$ cat src/rtl/assert_macros.svh
// Assertion macros used by the tracker engine (ict_engine).
// Expects clk_i and rst_ni in the scope where a macro is used.
`ifndef ASSERT_MACROS_SVH
`define ASSERT_MACROS_SVH

// Check on every rising edge outside reset
`define ICT_ASSERT(lbl, prop, msg) \
  lbl: assert property (@(posedge clk_i) disable iff (!rst_ni) prop) else $error(msg);

// Check on every rising edge, reset included
`define ICT_ASSERT_ALWAYS(lbl, prop, msg) \
  lbl: assert property (@(posedge clk_i) prop) else $error(msg);

`endif

$ cat src/rtl/ict_pkg.sv
// Shared types and constants of the in-flight collision tracker.
// No dependencies; used by ict_ram, ict_engine and the top level.
package ict_pkg;

  localparam int unsigned CHANNELS_DEF            = 8;
  localparam int unsigned ENTRIES_PER_CHANNEL_DEF = 16;
  localparam int unsigned KEY_W                   = 32;
  localparam int unsigned COUNT_W                 = 32;
  localparam int unsigned CHAN_IN_W               = 3;

  // Transaction op codes
  localparam logic OP_BEGIN = 1'b0;
  localparam logic OP_END   = 1'b1;

  typedef struct packed {
    logic                 op;
    logic [CHAN_IN_W-1:0] channel;
    logic [KEY_W-1:0]     packet_key;
    logic                 base_valid;
    logic                 is_safety;
  } in_t;

  typedef struct packed {
    logic               accepted;
    logic [COUNT_W-1:0] collision_total;
    logic               overflow;
  } out_t;

  // One table entry as stored in memory
  typedef struct packed {
    logic             valid;
    logic             collided;
    logic [KEY_W-1:0] key;
  } entry_t;

endpackage

$ cat src/rtl/ict_ram.sv
// Single-port-write, single-port-read table memory with registered read data.
// Depends on ict_pkg for the entry type.
module ict_ram #(
  parameter int unsigned DEPTH = 128,
  parameter int unsigned AW    = 7
) (
  input  logic            clk_i,
  input  logic            we_i,
  input  logic [AW-1:0]   waddr_i,
  input  ict_pkg::entry_t wdata_i,
  input  logic [AW-1:0]   raddr_i,
  output ict_pkg::entry_t rdata_o
);
  import ict_pkg::*;

  entry_t mem [DEPTH];
  entry_t rdata_q;

  // Write port
  always_ff @(posedge clk_i) begin
    if (we_i) begin
      mem[waddr_i] <= wdata_i;
    end
  end

  // Read port, registered read data
  always_ff @(posedge clk_i) begin
    rdata_q <= mem[raddr_i];
  end

  assign rdata_o = rdata_q;

endmodule

$ cat src/rtl/ict_engine.sv
// Sequencer of the tracker: clearing pass, channel scan, read-modify-write of
// the table memory, collision counter and output register. Uses ict_pkg.
`include "assert_macros.svh"

module ict_engine #(
  parameter int unsigned CHANNELS            = 8,
  parameter int unsigned ENTRIES_PER_CHANNEL = 16,
  parameter int unsigned CW                  = 3,
  parameter int unsigned SW                  = 4,
  parameter int unsigned DEPTH               = 128,
  parameter int unsigned AW                  = 7
) (
  input  logic            clk_i,
  input  logic            rst_ni,
  input  logic            multichannel_i,
  input  logic            in_valid_i,
  output logic            in_ready_o,
  input  ict_pkg::in_t    in_data_i,
  input  logic [CW-1:0]   chan_i,
  output logic            out_valid_o,
  input  logic            out_ready_i,
  output ict_pkg::out_t   out_data_o,
  output logic            ram_we_o,
  output logic [AW-1:0]   ram_waddr_o,
  output ict_pkg::entry_t ram_wdata_o,
  output logic [AW-1:0]   ram_raddr_o,
  input  ict_pkg::entry_t ram_rdata_i
);
  import ict_pkg::*;

  localparam logic [SW:0] ENTRIES = (SW+1)'(ENTRIES_PER_CHANNEL);
  localparam logic [AW-1:0] LAST_ADDR = AW'(DEPTH - 1);

  typedef enum logic [6:0] {
    ST_CLEAR  = 7'b0000001,
    ST_IDLE   = 7'b0000010,
    ST_SCAN   = 7'b0000100,
    ST_MARK   = 7'b0001000,
    ST_INSERT = 7'b0010000,
    ST_REMOVE = 7'b0100000,
    ST_RESP   = 7'b1000000
  } state_e;

  state_e state_q, state_d;
  logic [AW-1:0] clr_q, clr_d;

  // Captured transaction
  logic               op_q, op_d;
  logic [CW-1:0]      chan_q, chan_d;
  logic [KEY_W-1:0]   key_q, key_d;
  logic               safety_q, safety_d;

  // Scan bookkeeping
  logic [SW:0]        iss_q, iss_d;
  logic               rv_q, rv_d;
  logic [SW-1:0]      rs_q, rs_d;
  logic [SW:0]        vcnt_q, vcnt_d;
  logic               fv_found_q, fv_found_d;
  logic [SW-1:0]      fv_slot_q, fv_slot_d;
  logic [KEY_W-1:0]   fv_key_q, fv_key_d;
  logic               ff_found_q, ff_found_d;
  logic [SW-1:0]      ff_slot_q, ff_slot_d;
  logic               m_found_q, m_found_d;
  logic [SW-1:0]      m_slot_q, m_slot_d;
  logic               m_coll_q, m_coll_d;

  // Result and counter
  logic               acc_q, acc_d;
  logic               ovf_q, ovf_d;
  logic [COUNT_W-1:0] coll_q, coll_d;
  logic               out_valid_q, out_valid_d;
  out_t               out_q, out_d;

  logic               scan_done;
  logic               need_insert;

  assign scan_done   = (iss_q == ENTRIES) && !rv_q;
  assign need_insert = !m_found_q && (vcnt_q < ENTRIES);

  always_comb begin
    state_d     = state_q;
    clr_d       = clr_q;
    op_d        = op_q;
    chan_d      = chan_q;
    key_d       = key_q;
    safety_d    = safety_q;
    iss_d       = iss_q;
    rv_d        = 1'b0;
    rs_d        = rs_q;
    vcnt_d      = vcnt_q;
    fv_found_d  = fv_found_q;
    fv_slot_d   = fv_slot_q;
    fv_key_d    = fv_key_q;
    ff_found_d  = ff_found_q;
    ff_slot_d   = ff_slot_q;
    m_found_d   = m_found_q;
    m_slot_d    = m_slot_q;
    m_coll_d    = m_coll_q;
    acc_d       = acc_q;
    ovf_d       = ovf_q;
    coll_d      = coll_q;
    out_valid_d = out_valid_q && !out_ready_i;
    out_d       = out_q;
    in_ready_o  = 1'b0;
    ram_we_o    = 1'b0;
    ram_waddr_o = clr_q;
    ram_wdata_o = '0;
    ram_raddr_o = AW'({chan_q, iss_q[SW-1:0]});

    unique case (state_q)
      // Sweep the whole table to empty entries
      ST_CLEAR: begin
        ram_we_o = 1'b1;
        clr_d    = clr_q + AW'(1);
        if (clr_q == LAST_ADDR) begin
          state_d = ST_IDLE;
        end
      end

      // Take a transaction and start the channel scan
      ST_IDLE: begin
        in_ready_o = 1'b1;
        if (in_valid_i) begin
          op_d       = in_data_i.op;
          chan_d     = chan_i;
          key_d      = in_data_i.packet_key;
          safety_d   = in_data_i.is_safety;
          iss_d      = '0;
          vcnt_d     = '0;
          fv_found_d = 1'b0;
          ff_found_d = 1'b0;
          m_found_d  = 1'b0;
          m_coll_d   = 1'b0;
          acc_d      = 1'b0;
          ovf_d      = 1'b0;
          if (in_data_i.op == OP_END && !in_data_i.base_valid) begin
            state_d = ST_RESP;
          end else begin
            state_d = ST_SCAN;
          end
        end
      end

      // Issue one read per cycle; evaluate the entry whose read was issued in the previous cycle
      ST_SCAN: begin
        if (iss_q < ENTRIES) begin
          rv_d  = 1'b1;
          rs_d  = iss_q[SW-1:0];
          iss_d = iss_q + (SW+1)'(1);
        end
        if (rv_q) begin
          if (ram_rdata_i.valid) begin
            vcnt_d = vcnt_q + (SW+1)'(1);
            if (!fv_found_q) begin
              fv_found_d = 1'b1;
              fv_slot_d  = rs_q;
              fv_key_d   = ram_rdata_i.key;
            end
            if (!m_found_q && ram_rdata_i.key == key_q) begin
              m_found_d = 1'b1;
              m_slot_d  = rs_q;
              m_coll_d  = ram_rdata_i.collided;
            end
          end else if (!ff_found_q) begin
            ff_found_d = 1'b1;
            ff_slot_d  = rs_q;
          end
        end
        if (scan_done) begin
          if (op_q == OP_BEGIN) begin
            acc_d = 1'b1;
            ovf_d = !m_found_q && (vcnt_q >= ENTRIES);
            if (vcnt_q == (SW+1)'(1)) begin
              state_d = ST_MARK;
            end else if (need_insert) begin
              state_d = ST_INSERT;
            end else begin
              state_d = ST_RESP;
            end
          end else if (m_found_q) begin
            acc_d = !m_coll_q;
            if (m_coll_q && (!multichannel_i || safety_q) && (coll_q != '1)) begin
              coll_d = coll_q + COUNT_W'(1);
            end
            state_d = ST_REMOVE;
          end else begin
            state_d = ST_RESP;
          end
        end
      end

      // Mark the single in-flight packet collided
      ST_MARK: begin
        ram_we_o             = 1'b1;
        ram_waddr_o          = AW'({chan_q, fv_slot_q});
        ram_wdata_o.valid    = 1'b1;
        ram_wdata_o.collided = 1'b1;
        ram_wdata_o.key      = fv_key_q;
        state_d              = need_insert ? ST_INSERT : ST_RESP;
      end

      // Insert the new key in the first free slot
      ST_INSERT: begin
        ram_we_o             = 1'b1;
        ram_waddr_o          = AW'({chan_q, ff_slot_q});
        ram_wdata_o.valid    = 1'b1;
        ram_wdata_o.collided = (vcnt_q != '0);
        ram_wdata_o.key      = key_q;
        state_d              = ST_RESP;
      end

      // Drop the finished packet
      ST_REMOVE: begin
        ram_we_o    = 1'b1;
        ram_waddr_o = AW'({chan_q, m_slot_q});
        state_d     = ST_RESP;
      end

      // Hand the result to the output register once it is free
      ST_RESP: begin
        if (!out_valid_q || out_ready_i) begin
          out_valid_d           = 1'b1;
          out_d.accepted        = acc_q;
          out_d.collision_total = coll_q;
          out_d.overflow        = ovf_q;
          state_d               = ST_IDLE;
        end
      end

      default: begin
        state_d = ST_IDLE;
      end
    endcase
  end

  // Control state
  always_ff @(posedge clk_i or negedge rst_ni) begin
    if (!rst_ni) begin
      state_q     <= ST_CLEAR;
      clr_q       <= '0;
      iss_q       <= '0;
      rv_q        <= 1'b0;
      vcnt_q      <= '0;
      fv_found_q  <= 1'b0;
      ff_found_q  <= 1'b0;
      m_found_q   <= 1'b0;
      coll_q      <= '0;
      out_valid_q <= 1'b0;
    end else begin
      state_q     <= state_d;
      clr_q       <= clr_d;
      iss_q       <= iss_d;
      rv_q        <= rv_d;
      vcnt_q      <= vcnt_d;
      fv_found_q  <= fv_found_d;
      ff_found_q  <= ff_found_d;
      m_found_q   <= m_found_d;
      coll_q      <= coll_d;
      out_valid_q <= out_valid_d;
    end
  end

  // Payload registers
  always_ff @(posedge clk_i) begin
    op_q      <= op_d;
    chan_q    <= chan_d;
    key_q     <= key_d;
    safety_q  <= safety_d;
    rs_q      <= rs_d;
    fv_slot_q <= fv_slot_d;
    fv_key_q  <= fv_key_d;
    ff_slot_q <= ff_slot_d;
    m_slot_q  <= m_slot_d;
    m_coll_q  <= m_coll_d;
    acc_q     <= acc_d;
    ovf_q     <= ovf_d;
    out_q     <= out_d;
  end

  assign out_valid_o = out_valid_q;
  assign out_data_o  = out_q;

  `ICT_ASSERT(a_count_monotonic, 1'b1 |=> (coll_q >= $past(coll_q)), "collision count decreased")
  `ICT_ASSERT(a_occupancy_bound, vcnt_q <= ENTRIES, "scan counted too many entries")
  `ICT_ASSERT_ALWAYS(a_no_write_in_scan, (state_q == ST_SCAN) |-> !ram_we_o, "table write during scan")
  `ICT_ASSERT(a_valid_write_src, (ram_we_o && ram_wdata_o.valid) |-> (state_q == ST_MARK || state_q == ST_INSERT), "live entry written outside mark or insert")

endmodule

$ cat src/rtl/inflight_collision_tracker.sv
// In-flight collision tracker: top level with configuration register and
// channel mapping. Instantiates ict_engine and ict_ram; uses ict_pkg.
//
// After reset the block sweeps all CHANNELS * 2^ceil(log2(ENTRIES_PER_CHANNEL))
// entries of its table (128 with the defaults) and takes no transaction until
// done; the configuration port is always ready. Each transaction reads every
// entry of its channel from the table memory, one read per cycle on its single
// read port, then writes back up to two entries before its result is handed
// to the output register. An end transaction whose upstream check failed
// skips the scan and goes straight to the result step. One transaction is in
// work at a time; a new one is accepted while the previous result waits in
// the output register, and a transaction holds in its last step while that
// register is still occupied.
module inflight_collision_tracker #(
  parameter int unsigned CHANNELS            = ict_pkg::CHANNELS_DEF,
  parameter int unsigned ENTRIES_PER_CHANNEL = ict_pkg::ENTRIES_PER_CHANNEL_DEF
) (
  input  logic          clk_i,
  input  logic          rst_ni,
  input  logic          in_valid_i,
  output logic          in_ready_o,
  input  ict_pkg::in_t  in_data_i,
  output logic          out_valid_o,
  input  logic          out_ready_i,
  output ict_pkg::out_t out_data_o,
  input  logic          cfg_valid_i,
  output logic          cfg_ready_o,
  input  logic          cfg_data_i
);
  import ict_pkg::*;

  localparam int unsigned CW    = (CHANNELS > 1) ? $clog2(CHANNELS) : 1;
  localparam int unsigned SW    = $clog2(ENTRIES_PER_CHANNEL);
  localparam int unsigned DEPTH = CHANNELS * (2 ** SW);
  localparam int unsigned AW    = (DEPTH > 1) ? $clog2(DEPTH) : 1;

  logic          multichannel_q;
  logic [6:0]    chan_mod;
  logic [CW-1:0] chan;
  logic          ram_we;
  logic [AW-1:0] ram_waddr;
  logic [AW-1:0] ram_raddr;
  entry_t        ram_wdata;
  entry_t        ram_rdata;

  // Configuration register
  assign cfg_ready_o = 1'b1;

  always_ff @(posedge clk_i or negedge rst_ni) begin
    if (!rst_ni) begin
      multichannel_q <= 1'b0;
    end else if (cfg_valid_i) begin
      multichannel_q <= cfg_data_i;
    end
  end

  // Fold the incoming channel onto the table count
  always_comb begin
    chan_mod = {4'b0000, in_data_i.channel};
    for (int i = 0; i < 8; i++) begin
      if (chan_mod >= 7'(CHANNELS)) begin
        chan_mod = chan_mod - 7'(CHANNELS);
      end
    end
  end

  assign chan = multichannel_q ? chan_mod[CW-1:0] : '0;

  ict_engine #(
    .CHANNELS           (CHANNELS),
    .ENTRIES_PER_CHANNEL(ENTRIES_PER_CHANNEL),
    .CW                 (CW),
    .SW                 (SW),
    .DEPTH              (DEPTH),
    .AW                 (AW)
  ) u_engine (
    .clk_i         (clk_i),
    .rst_ni        (rst_ni),
    .multichannel_i(multichannel_q),
    .in_valid_i    (in_valid_i),
    .in_ready_o    (in_ready_o),
    .in_data_i     (in_data_i),
    .chan_i        (chan),
    .out_valid_o   (out_valid_o),
    .out_ready_i   (out_ready_i),
    .out_data_o    (out_data_o),
    .ram_we_o      (ram_we),
    .ram_waddr_o   (ram_waddr),
    .ram_wdata_o   (ram_wdata),
    .ram_raddr_o   (ram_raddr),
    .ram_rdata_i   (ram_rdata)
  );

  ict_ram #(
    .DEPTH(DEPTH),
    .AW   (AW)
  ) u_ram (
    .clk_i  (clk_i),
    .we_i   (ram_we),
    .waddr_i(ram_waddr),
    .wdata_i(ram_wdata),
    .raddr_i(ram_raddr),
    .rdata_o(ram_rdata)
  );

endmodule
$ cat config.mk
export PLATFORM = sky130hd
export DESIGN_NAME = inflight_collision_tracker
export DESIGN_NICKNAME = d
export VERILOG_FILES = /design/src/rtl/ict_pkg.sv /design/src/rtl/ict_ram.sv /design/src/rtl/ict_engine.sv /design/src/rtl/inflight_collision_tracker.sv
export VERILOG_INCLUDE_DIRS = /design/src /design/src/rtl
export SDC_FILE = /design/constraint.sdc
export NUM_CORES = 2
export LEC_CHECK = 0
export BUFFER_PORTS_ARGS = -buffer_cell sky130_fd_sc_hd__buf_2
export CAP_MARGIN = 20
export CORE_ASPECT_RATIO = 1.4
export CORE_UTILIZATION = 40
export DETAILED_ROUTE_END_ITERATION = 16
export PLACE_DENSITY = 0.66
export SLEW_MARGIN = 10
export SYNTH_ARGS = -nofsm -noshare
export SYNTH_HDL_FRONTEND = slang
export SYNTH_MEMORY_MAX_BITS = 65536
export SYNTH_SLANG_ARGS = --single-unit
$ cat constraint.sdc
create_clock -name clk_i -period 5.4 [get_ports clk_i]
set_input_delay 0.54 -clock clk_i [delete_from_list [all_inputs] [get_ports clk_i]]
set_output_delay 0.54 -clock clk_i [all_outputs]
set_load 0.005 [all_outputs]
==> reports/results.ini <==
[clock_tree]
h-tree-depth=5
cts_root_buf=clkbuf_16
clk_latency_ns=0.99
path_clk_slew_ns=0.07
cts_resized=0
ctsLongestPathBuffers=4
cts_sinks=4570
cts_tree=yes
numCtsBuffers=403

[critical_path]
cp.arrival_ns=5.32
path_class=flip-flop to flip-flop
cp_max_fo=80
crit_path_start=u_engine.iss_q[0]$_DFFE_PN0P_
crit_required_ns=6.21
crit_path_end=u_ram.rdata_o[4]$_DFF_P_
reg2reg_from=u_engine.iss_q[0]$_DFFE_PN0P_
r2r-end=u_ram.rdata_o[4]$_DFF_P_
worstSetupEndpointType=flip-flop
ff2ff_path_depth=6
reg2reg_setup_slack_ns=0.89
startpoint_type=flip-flop

[cells_and_area]
final_common_cell=edfxtp_1
fin_nets=8980
final_util_pct=46.04
final_cell_area_sq_um=200900
area_growth_pct=14.53
final_cell_mix=edfxtp_1, mux4_2, mux2i_1
drive_above_1_share_pct=24.20
final_cells=15090

[place]
dpl.cell_count=14260
io_buffer_count=79
dp_hpwl_um=323500
gp_congestion=0.9822
dpl_cell_area_sq_um=187000

[global_route]
grt_util_met3_pct=3.939
first_global_vias=90200
grt_first_pass_wirelength_um=719900
grt_use_met1_pct=27.87
grt_use_met2_pct=38.80
busiest_layer=met2
grt_max_degree=103
antenna_found_initial=37
overflow=0
global_route.usage.total_pct=23.36

[power]
p_sw_share_pct=27.67
p_int_mw=61.25
p_comb_share_pct=18.7
p_leak_nw=67.79
power_density_nw_per_um2=421.6
seqPwrFrac_pct=46.8
clkPwrFrac_pct=34.4
power_switching_mw=23.43
ir_drop_uv=333.7

[timing]
layout_worst_path_cycle_share_pct=83.50
setup_tns_ns=0
finalCriticalPeriod_ns=4.509
hold_viol_final=0
timing.fmax_ghz=0.2218
finalMaxSlewViolations=0
finClkSkew_ns=0.07508
setup_viol=0
tightest_slew_ns=1.280
rsz0062_at_grt=false
slew_headroom_pct=14.46

[die]
chipWidth_um=561.6
pin_count=81
rows=287
core_area_sq_um=436300
die_area_sq_um=441100
die_height_um=785.4
initial_utilization_pct=40.19

[yosys]
netlist_instances=8380
yosysUniqueCellTypes=82
synth-edff-count=4474
ys.flop_type=edfxtp_1
synthArstFlopShare_pct=1.357
synth_area_per_cell_sq_um=20.93
synth_top_area_share_pct=76.61
syn_nets=8431
synth_area_sq_um=175400
yosysSeqAreaShare_pct=77.88
synthTopCellsByArea=edfxtp_1, mux4_2, mux2i_1
ys_warn_count=0
yosysTopAreaCell=edfxtp_1
ys_ff_latch=4570

[detailed_routing]
viasPerCell=6.025
wirelength_um=524800
drc=0
drtPass1Iterations=8
drtIter0Drc=12290
antenna_left=0
avgRoutedWirePerCell_um=34.77
vias=90930

[status]
status=completed

[job]
maxCapViolations=0

[hold_path]
hp-class=input port to asynchronous set/reset pin

## cell usage after synthesis, drive strengths merged, types with 31 or more instances
cell type / count
o22ai: 107
dfrtp: 61
clkbuf: 203
a211o: 31
a22oi: 48
mux2: 39
o221ai: 140
mux4: 796
xor2: 44
mux2i: 735
o21ai: 125
edfxtp: 4474
a21oi: 176
buf: 291
a22o: 38
nand4: 37
a211oi: 47
nand3: 56
nor2: 175
nand2: 241
nor3: 99
a221oi: 62
dfxtp: 34
## through the flow
step	worst slack [ns]	total power [mW]	hold WS, ns
after detailed placement	0.9169	56.15	0.4403
final	0.8909	84.69	0.1269
after floorplan	0.2857	49.94	0.2444
after global placement	0.2196	56.01	0.4346
after global routing	0.8315	86.58	0.1481
after CTS	0.9298	84.89	0.1004
## how the worst min path moves through the flow
stage,endpoint,depth (start not counted)
2_1_floorplan,multichannel_q$_DFFE_PN0P_,0
3_3_place_gp,u_engine.fv_key_q[17]$_DFFE_PP_,0
3_5_place_dp,u_engine.fv_key_q[27]$_DFFE_PP_,0
4_1_cts,u_engine.state_q[2]$_DFFE_PN0P_,3
5_1_grt,u_engine.state_q[2]$_DFFE_PN0P_,3
6_report,u_engine.clr_q[0]$_DFFE_PN0P_,2
## sequential cells by signal, indices dropped and copies added (netlist names), 5 cells and up
signal	cells
u_engine.clr_q	7
u_engine.coll_q	32
u_engine.fv_key_q	32
u_engine.iss_q	5
u_engine.key_q	32
u_engine.out_data_o	34
u_engine.state_q	7
u_engine.vcnt_q	5
u_ram.mem	4352
u_ram.rdata_o	34
## cell families after synthesis
family,share of synthesized area (%)
mux,14.67
xor+xnor,0.3596
simple gates,2.000
compound gates,3.644
fa+ha+maj,0.04994
flops,77.88
buf+inv,1.392
other cells,0.002138
## per-layer routing
metal	share of wire (%)	wire, um
met3	8.8	46340
met1	34	180100
met4	8.2	43070
met2	49	255200
met5	0.0074	39
## area by class of cell
class,instances,area [sq um]
antenna,53,132.6
clock buffer,475,10450
clock inverter,261,2739
fill,35660,235400
inverter,19,88.84
multi-input combinational,3297,37700
sequential,4570,136600
tap,5780,7232
timing repair buffer,638,5911
## worst max-delay path: stages, from the launching register on
cell and delay (ns):
dfrtp_4 1.17, buf_12 0.52, mux4_2 0.58, a211o_1 0.38
o21ai_0 0.73, o32a_1 0.63, o221ai_1 0.21
## power by group through the flow
| stage | sequential (mW) | combinational [mW] | clock [mW] |
|---|---|---|---|
| 4_1_cts | 39.6 | 15.8 | 29.4 |
| 3_5_place_dp | 40.4 | 15.8 | 0 |
| 2_1_floorplan | 40.0 | 9.99 | 0 |
| 5_1_grt | 39.6 | 16.3 | 30.7 |
| 6_report | 39.7 | 15.8 | 29.2 |
| 3_3_place_gp | 40.4 | 15.6 | 0 |
## repair_timing
| item | CTS | global route |
|---|---|---|
| endpoints found under the hold margin | 99 | 0 |
| setup buffers | 0 | 0 |
| hold buffers | 40 | 0 |
Power figures use the tool's default switching activity.
